$ cat config.mk
export PLATFORM = sky130hd
export DESIGN_NAME = rgmt_ram
export DESIGN_NICKNAME = d
export VERILOG_FILES = /design/src/design/rgmt_ram.sv
export SDC_FILE = /design/constraint.sdc
export NUM_CORES = 1
export LEC_CHECK = 0
export BUFFER_PORTS_ARGS = -buffer_cell sky130_fd_sc_hd__buf_2
export CAP_MARGIN = 10
export CORE_MARGIN = 4
export CORE_UTILIZATION = 50
export DETAILED_ROUTE_END_ITERATION = 10
export PLACE_DENSITY_LB_ADDON = 0.3
export SLEW_MARGIN = 15
export SYNTH_ARGS = -nofsm -noshare
export SYNTH_HDL_FRONTEND = slang
export SYNTH_SLANG_ARGS = --single-unit
$ cat constraint.sdc
create_clock -name clk -period 1.5 [get_ports clk]
set_input_delay 0.075 -clock clk [delete_from_list [all_inputs] [get_ports clk]]
set_output_delay 0.075 -clock clk [all_outputs]
set_load 0.02 [all_outputs]
$ cat src/design/rgmt_ram.sv
// generic single-write, single-read ram with registered read data
module rgmt_ram #(
	parameter int WIDTH = 8,
	parameter int DEPTH = 16
) (
	input  logic                     clk,
	input  logic                     we,
	input  logic [$clog2(DEPTH)-1:0] waddr,
	input  logic [WIDTH-1:0]         wdata,
	input  logic                     re,
	input  logic [$clog2(DEPTH)-1:0] raddr,
	output logic [WIDTH-1:0]         rdata
);

	logic [WIDTH-1:0] mem [DEPTH];
	logic [WIDTH-1:0] rdata_q;

	always_ff @(posedge clk) begin
		if (we) begin
			mem[waddr] <= wdata;
		end
		if (re) begin
			rdata_q <= mem[raddr];
		end
	end

	assign rdata = rdata_q;

endmodule

==> flow_summary.json, run 1 <==
{
  "final_layout_size_suffix_gt1_frac": 0.344,
  "syn_nets": 248,
  "outcome": "finished clean",
  "synth_cell_types": 18,
  "cp_slowest_stage_delay_ps": 510,
  "setup_tns_ps": 0,
  "grt_max_degree": 22,
  "relSlewSlack": 0.485,
  "numCtsBuffers": 17,
  "setup_viol": 0,
  "post-route-min-period_ps": 1460,
  "synth.top_cell.area_share": 0.781,
  "async_flop_share": 0,
  "wire_per_inst_um": 22.3,
  "max_freq_mhz": 686,
  "path_max_fanout": 1,
  "crit_chain": "mux4_1 > a22oi_1 > nand2_1",
  "fp.dieArea_um2": 12200,
  "cp.arrival_ps": 1720,
  "die_x_um": 110,
  "overflow": 0,
  "worst_slew_pin_slew_ps": 770,
  "io_pins": 27,
  "drt_drc_violations_left": 0,
  "rsz0062_at_grt": "no",
  "num_vias": 2581,
  "drtPass1Iterations": 6,
  "r2r_slack_ps": 40,
  "syn_inst": 229,
  "ys_ff_latch": 136,
  "clock_latency_ps": 520,
  "n_fill_cell": 691,
  "critical_path_class": "flop to flop",
  "cts_buffer_depth": 2,
  "grt_pass1_vias": 2583,
  "dieHeight_um": 110,
  "maxCapViolations": 0,
  "port_buffers": 26,
  "period_share": 0.971,
  "synth_top_cell_by_area": "edfxtp_1",
  "power_density_nw_per_um2": 1340,
  "antenna_found_initial": 0,
  "gp_congestion": 0.756,
  "drv_slew": 0,
  "ant_nets": 0,
  "critical_path.top_delay_family": "multiplexers",
  "crit_path_start_kind": "flop",
  "cp.required_ps": 1770,
  "ir_worst_vdd_mv": 0.681,
  "antenna_cells": 0,
  "cts_tree": "done",
  "finalHoldViolCount": 0,
  "nets": 321,
  "h-tree-depth": 4,
  "std_cell_rows": 37,
  "critPathBufInv": 0,
  "cp-end-kind": "flop",
  "synth_area_leaders": "edfxtp_1 (78%), mux4_2 (7.8%), mux4_1 (7.0%), a22oi_1 (2.3%), nor2_1 (0.93%)",
  "core_um2": 10200,
  "finalNonFillerCells": 450,
  "synth-edff-count": 136,
  "dpl.hpwl_mm": 6.44,
  "drt-total-wl_mm": 10.0,
  "crit_slowest_cell": "mux4_1",
  "syn_area_per_cell_um2": 22.8,
  "syn_area_um2": 5230,
  "root_buffer": "clkbuf_8",
  "holdWs_ps": 73.4,
  "yosysSeqAreaShare": 0.781,
  "viasPerCell": 5.74,
  "clk_pin_slew_worst_paths_ps": 60,
  "ys_warn_count": 0,
  "yosysMostFrequentCell": "edfxtp_1",
  "areaGrowthSynthToFinish_pct": 21.2,
  "hold_class": "input port to flop",
  "p_leak_nw": 2.16,
  "yosys-top-cells-count": "edfxtp_1 (136), mux4_2 (18), a22oi_1 (16), mux4_1 (14), nor2_1 (13)",
  "synth_ff_type": "edfxtp_1",
  "skew_ps": 7.88,
  "drt-initial-drc-count": 260,
  "grt_pass1_wl_mm": 15.2,
  "track_usage": 0.185,
  "start_util": 0.511,
  "cts_sinks": 136,
  "place_inst": 410
}
==> what timing repair did <==
action                                 CTS  global route
hold buffers                             9             0
buffers inserted                         0             0
setup endpoints to repair                0             6
endpoints found under the hold margin  136             0
resized for setup                        0             8
==> through the flow <==
stage | area, um2 | worst slack [ps] | power (mW) | utilization
2_1_floorplan | 5230 | 143 | 4.62 | -
3_3_place_gp | 5700 | -182 | 4.81 | 0.557
3_5_place_dp | 5700 | -167 | 4.82 | 0.557
4_1_cts | 6320 | 8.09 | 8.53 | 0.618
5_1_grt | 6340 | 2.38 | 8.76 | 0.619
6_report | 6340 | 42.8 | 8.46 | 0.619
==> tightest hold or removal path: cells and delay by family <==
kind	cells	cell delay, ps
buf+inv	1	100
simple gates	2	240
==> registers in the layout, indices dropped and copies added, names as in the netlist <==
name / flops
rdata: 8
mem: 128
==> final timing paths <==
path / cells after the start / to / from
hold / removal: 3 / mem[3][7] / waddr[3]
setup reg to reg: 3 / rdata[1] / mem[2][1]
setup / recovery: 3 / rdata[1] / mem[2][1]
hold reg to reg: 3 / rdata[3] / mem[15][3]
==> power breakdown <==
| part | switching (mW) | internal, mW | leakage [nW] |
|---|---|---|---|
| sequential | 0.0213 | 4.28 | 1.24 |
| combinational | 0.259 | 0.205 | 0.666 |
| clock | 1.38 | 2.31 | 0.257 |
| total | 1.66 | 6.80 | 2.16 |
==> logic make-up after synthesis <==
group,synth area share
mux,0.148
compound gates,0.0230
buf+inv,0.0165
simple gates,0.0314
flops,0.781
==> cell usage in the layout (no fill, tap or decap) <==
cell type and count:
a22oi_1 11, mux4_1 11, edfxtp_1 136, nor3_2 1, or3b_2 1, clkbuf_8 1
bufinv_16 2, nor3_1 3, buf_2 26, clkinvlp_4 2, buf_4 26, nor2b_1 1
buf_12 3, dlygate4sd3_1 9, and2b_1 1, and2_1 1, a22oi_2 5, clkbuf_16 16
mux4_2 21, clkinv_2 4, nand3b_1 2, nand2b_1 2, clkinv_1 4, nand3_1 1
clkbuf_1 2, nand2_1 9, nor2_1 13
==> layout make-up <==
type / count / area [um2] / share of cell area
flip-flops and latches: 136 / 4080 / 0.644
clock buffers: 19 / 422 / 0.0665
multi-input cells: 83 / 1080 / 0.170
clock inverters: 12 / 110 / 0.0174
repair buffers: 64 / 475 / 0.0750
well taps: 136 / 170 / 0.0269
==> layer usage <==
| metal | global-route usage | wire [um] | share of wire | up-vias |
|---|---|---|---|---|
| met4 | 0.0739 | 123 | 0.012 | 0 |
| li1 | - | - | - | 1123 |
| met2 | 0.286 | 5060 | 0.50 | 103 |
| met1 | 0.246 | 4020 | 0.40 | 1343 |
| met3 | 0.0588 | 838 | 0.083 | 12 |
| met5 | 0 | 0 | 0 | - |
No activity file was read; power rests on OpenSTA's default activity.
==> run 2, diff against run 1 <==
Settings changed: ABC_AREA set to 1.
==> flow_summary.json, run 2 <==
{
  "outcome": "finished clean",
  "async_flop_share": 0,
  "track_usage": 0.213,
  "h-tree-depth": 4,
  "skew_ps": 13.3,
  "die_x_um": 116,
  "syn_inst": 551,
  "comb_power_share": 0.059,
  "synth_area_leaders": "edfxtp_1 (70%), nand2_1 (11%), nand3_1 (8.3%), inv_1 (6.4%), buf_6 (1.2%)",
  "cp.arrival_ps": 1370,
  "final_util": 0.598,
  "relSlewSlack": 0.601,
  "root_buffer": "clkbuf_16",
  "period_share": 0.806,
  "post_cts.repair.setup_buffers": 0,
  "drv_slew": 0,
  "hold_class": "input port to flop",
  "critical_path.top_delay_family": "simple AND/OR/NAND/NOR gates",
  "switching_share": 0.208,
  "yosysSeqAreaShare": 0.698,
  "synth_top_cell_by_area": "edfxtp_1",
  "crit_path_start_kind": "flop",
  "nets": 614,
  "path_depth": 6,
  "final_common_cell": "nand2_1",
  "p_leak_nw": 2.97,
  "ys_warn_count": 0,
  "crit-reg2reg-launch": "mem[13][1]",
  "power_frac_clock": 0.477,
  "hold_end": "rdata[2]",
  "cts_hold_buffers": 0,
  "syn_nets": 570,
  "crit_slowest_cell": "edfxtp_1",
  "synth.top_cell.area_share": 0.698,
  "clock_latency_ps": 420,
  "cts_tree": "done",
  "maxCapViolations": 0,
  "cts_sinks": 136,
  "syn_area_per_cell_um2": 10.6,
  "ir_worst_vdd_mv": 1.28,
  "largest_reg_flops": 128,
  "clk_pin_slew_worst_paths_ps": 60,
  "wire_per_inst_um": 17.6,
  "synth_ff_type": "edfxtp_1",
  "cp.required_ps": 1670,
  "synth-edff-count": 136,
  "r2r_slack_ps": 290,
  "synth_compound_area_frac": 0,
  "top_register": "mem",
  "rsz0062_at_grt": "no",
  "grt_pass1_wl_mm": 20.6,
  "path_max_fanout": 1,
  "synth_cell_types": 11,
  "fp.dieArea_um2": 13500,
  "io_pins": 27,
  "synth_top_family_by_area": "simple AND/OR/NAND/NOR gates",
  "synth-xor-area-share": 0,
  "antenna_cells": 0,
  "critPathBufInv": 0,
  "r2r_cells": 6,
  "cp-end-kind": "flop",
  "setup_tns_ps": 0,
  "core_um2": 11400,
  "synth-adder-area-share": 0,
  "drt-initial-drc-count": 439,
  "p_sw_mw": 1.93,
  "muxShareOfSynthArea": 0,
  "crit_top_cell": "nand2_1",
  "cts_resized": 0,
  "drtPass1Iterations": 8,
  "cp_slowest_stage_delay_ps": 380,
  "num_vias": 3887,
  "r2r_end": "rdata[1]",
  "gp_congestion": 0.900,
  "port_buffers": 26,
  "finalHoldViolCount": 0,
  "n_fill_cell": 943,
  "post-route-min-period_ps": 1210,
  "critical_path_class": "flop to flop",
  "power_density_nw_per_um2": 1360,
  "setup_viol": 0,
  "crit_chain": "nand2_1 > nand2_1 > nand2_1 > nand3_1 > nand3_1 > nand2_1",
  "ant_nets": 0,
  "overflow": 0,
  "drt-total-wl_mm": 13.2,
  "intPower_mw": 7.36,
  "grt_max_degree": 39,
  "synthSimpleGateAreaFrac": 0.208,
  "ys_ff_latch": 136,
  "areaGrowthSynthToFinish_pct": 16.8,
  "antenna_found_initial": 0,
  "worst_slew_pin_slew_ps": 597,
  "yosys-top-cells-count": "nand2_1 (173), edfxtp_1 (136), inv_1 (100), nand3_1 (97), nor2_1 (17)",
  "start_util": 0.512,
  "dieHeight_um": 116,
  "drt_drc_violations_left": 0,
  "syn_area_um2": 5850,
  "numCtsBuffers": 17,
  "viasPerCell": 5.18,
  "grt_pass1_vias": 3863,
  "hold_depth": 1,
  "final_cell_mix": "nand2_1 (173), edfxtp_1 (136), inv_1 (100)",
  "seq_power_share": 0.464,
  "dpl.hpwl_mm": 8.03,
  "cts_buffer_depth": 2,
  "hp-start": "re",
  "final_layout_size_suffix_gt1_frac": 0.133,
  "std_cell_rows": 39,
  "yosysMostFrequentCell": "nand2_1",
  "max_freq_mhz": 827
}
==> run 2: cell types whose count changed in the layout (fill, tap and decap cells not counted), sizes merged, moves of 2 or more <==
cell         previous run  this run
nand2                   9       173
inv                     0       103
nand3                   1        97
mux4                   32         0
a22oi                  16         0
dlygate4sd3             9         0
buf                    55        49
nor2                   13        17
nor3                    4         0
bufinv                  2         5
clkinv                  8         5
clkbuf                 19        17
nand2b                  2         0
==> run 2: how the worst max path moves through the flow <==
stage                     slack [ps]    endpoint        from
after floorplan                  470  mem[10][0]    waddr[2]
after global placement           190    rdata[2]    raddr[1]
after detailed placement         170    rdata[3]    raddr[1]
after CTS                        320    rdata[1]  mem[13][1]
after global routing             230    rdata[1]  mem[13][1]
final                            290    rdata[1]  mem[13][1]
==> run 2: layer usage <==
metal	global-route usage	up-vias	wire length, um	share of wire
met5	0	-	0	0
li1	-	1869	-	-
met1	0.279	1829	5620	0.43
met3	0.0596	34	942	0.071
met4	0.114	0	466	0.035
met2	0.325	155	6180	0.47
==> run 2: cell families after synthesis <==
logic type,after synthesis
simple gates,289
flops,136
buf+inv,126
==> run 2: power by group through the flow <==
stage / combinational (mW) / sequential, mW / clock [mW]
final: 0.548 / 4.31 / 4.43
after global routing: 0.609 / 4.31 / 4.67
after CTS: 0.552 / 4.31 / 4.47
after detailed placement: 0.547 / 4.38 / 0
after global placement: 0.539 / 4.38 / 0
after floorplan: 0.300 / 4.40 / 0
==> run 2: final cells by class <==
type	count	area, um2	share of cell area
inverter	102	383	0.0561
sequential	136	4080	0.598
clock buffer	17	425	0.0623
clock inverter	14	205	0.0300
timing repair buffer	49	340	0.0498
tap	143	179	0.0262
multi-input combinational	289	1210	0.178
==> run 2: through the flow <==
step,worst slack (ps),instances,power [mW],hold WS (ps),area (um2)
after floorplan,474,551,4.70,174,5850
after global routing,234,750,9.59,8.50,6830
after CTS,318,750,9.33,13.5,6830
after global placement,186,719,4.92,448,6200
after detailed placement,174,719,4.93,446,6200
final,290,750,9.29,25.8,6830
==> run 3, diff against run 2 <==
Clock period 1.5 ns to 1.2 ns, I/O delays scaled along.
==> flow_summary.json, run 3 (synthesized netlist as in run 2, its figures left out) <==
{
  "viasPerCell": 5.14,
  "cts_sinks": 136,
  "p_leak_nw": 3.01,
  "port_buffers": 26,
  "cts_buffer_depth": 2,
  "holdWs_ps": 67.9,
  "critical_path_class": "flop to flop",
  "drt-total-wl_mm": 12.9,
  "period_share": 0.984,
  "met1_length_mm": 5.47,
  "drtPass1Iterations": 5,
  "clk_pin_slew_worst_paths_ps": 60,
  "io_pins": 27,
  "dieHeight_um": 116,
  "skew_ps": 7.65,
  "std_cell_rows": 39,
  "n_fill_cell": 884,
  "grt_max_degree": 59,
  "fp.dieArea_um2": 13500,
  "final_common_cell": "nand2_1",
  "ant_nets": 0,
  "hold_end": "mem[3][4]",
  "r2r_end": "rdata[3]",
  "cts_tree": "done",
  "grt_pass1_wl_mm": 20.2,
  "antenna_cells": 0,
  "cp-end-kind": "flop",
  "crit-reg2reg-launch": "mem[5][3]",
  "start_util": 0.512,
  "setup_viol": 0,
  "worst_slew_pin_slew_ps": 626,
  "finalHoldViolCount": 0,
  "path_max_fanout": 1,
  "num_vias": 3906,
  "power_density_nw_per_um2": 1640,
  "critPathBufInv": 1,
  "wire_per_inst_um": 16.9,
  "overflow": 0,
  "post-route-min-period_ps": 1180,
  "core_um2": 11400,
  "drt-initial-drc-count": 353,
  "path_depth": 6,
  "crit_chain": "inv_1 > nand2_1 > nand3_1 > nand3_1 > nand3_1 > nand2_1",
  "hold_depth": 1,
  "top_layer": "met4",
  "crit_slowest_cell": "edfxtp_1",
  "root_buffer": "clkbuf_16",
  "outcome": "finished clean",
  "die_x_um": 116,
  "max_freq_mhz": 847,
  "drt_drc_violations_left": 0,
  "wl_met3_um": 905,
  "relSlewSlack": 0.582,
  "final_cell_mix": "nand2_1 (173), edfxtp_1 (136), inv_1 (100)",
  "place_area_um2": 6270,
  "r2r_cells": 6,
  "cp.arrival_ps": 1340,
  "drv_slew": 0,
  "rsz0062_at_grt": "yes",
  "gp_congestion": 0.906,
  "numCtsBuffers": 17,
  "finish.instance_area_um2": 6930,
  "wl_met2_mm": 6.22,
  "dpl.hpwl_mm": 7.83,
  "h-tree-depth": 4,
  "finalNonFillerCells": 760,
  "place_inst": 727,
  "cp.required_ps": 1360,
  "crit_top_cell": "nand3_1",
  "antenna_found_initial": 0,
  "hold_class": "input port to flop",
  "final_layout_size_suffix_gt1_frac": 0.157,
  "crit_path_start_kind": "flop",
  "maxCapViolations": 0,
  "cp_slowest_stage_delay_ps": 370,
  "track_usage": 0.208,
  "clock_latency_ps": 410,
  "hp-start": "wdata[4]",
  "r2r_slack_ps": 20,
  "largest_reg_flops": 128,
  "areaGrowthSynthToFinish_pct": 18.4,
  "nets": 623,
  "critical_path.top_delay_family": "simple AND/OR/NAND/NOR gates",
  "ir_worst_vdd_mv": 1.10,
  "grt_pass1_vias": 3790,
  "top_register": "mem"
}
## run 3: worst max-delay path by stage
stage	startpoint	to	slack, ps
2_1_floorplan	waddr[2]	mem[10][0]	190
4_1_cts	mem[5][3]	rdata[3]	20
3_5_place_dp	raddr[0]	rdata[1]	-180
6_report	mem[5][3]	rdata[3]	20
5_1_grt	mem[7][3]	rdata[3]	-20
3_3_place_gp	raddr[0]	rdata[1]	-170
## run 3: cell type report
| type | count | area (um2) | area share |
|---|---|---|---|
| well taps | 143 | 179 | 0.0258 |
| repair buffers | 58 | 423 | 0.0611 |
| clock inverters | 15 | 178 | 0.0257 |
| flip-flops and latches | 136 | 4080 | 0.590 |
| inverters | 102 | 383 | 0.0553 |
| multi-input cells | 289 | 1250 | 0.181 |
| clock buffers | 17 | 425 | 0.0614 |
## run 3: report_power, final
| group | internal (mW) | leakage [nW] | switching (mW) |
|---|---|---|---|
| Clock | 3.27 | 0.285 | 1.97 |
| Combinational | 0.226 | 1.49 | 0.493 |
| Sequential | 5.35 | 1.24 | 0.0287 |
| Total | 8.85 | 3.01 | 2.49 |
## run 3: per-layer routing
layer	track usage	vias up
met3	0.0549	22
met2	0.331	135
met4	0.0820	0
met5	0	-
met1	0.276	1857
li1	-	1892
## run 3: metrics by stage
step            util  setup TNS [ps]  setup slack, ps  total power, mW
2_1_floorplan      -               0              189             5.88
3_3_place_gp   0.549            -935             -166             6.17
3_5_place_dp   0.549           -1010             -178             6.18
4_1_cts        0.603               0             23.3             11.4
5_1_grt        0.607           -23.4            -18.9             11.7
6_report       0.607               0             19.5             11.3
## run 3: timing repair
action                                  CTS  global route
endpoints found under the setup margin    0             6
gates resized for setup                   0             8
hold endpoints to repair                  8             0
hold buffers                              1             0
buffers inserted                          0             0
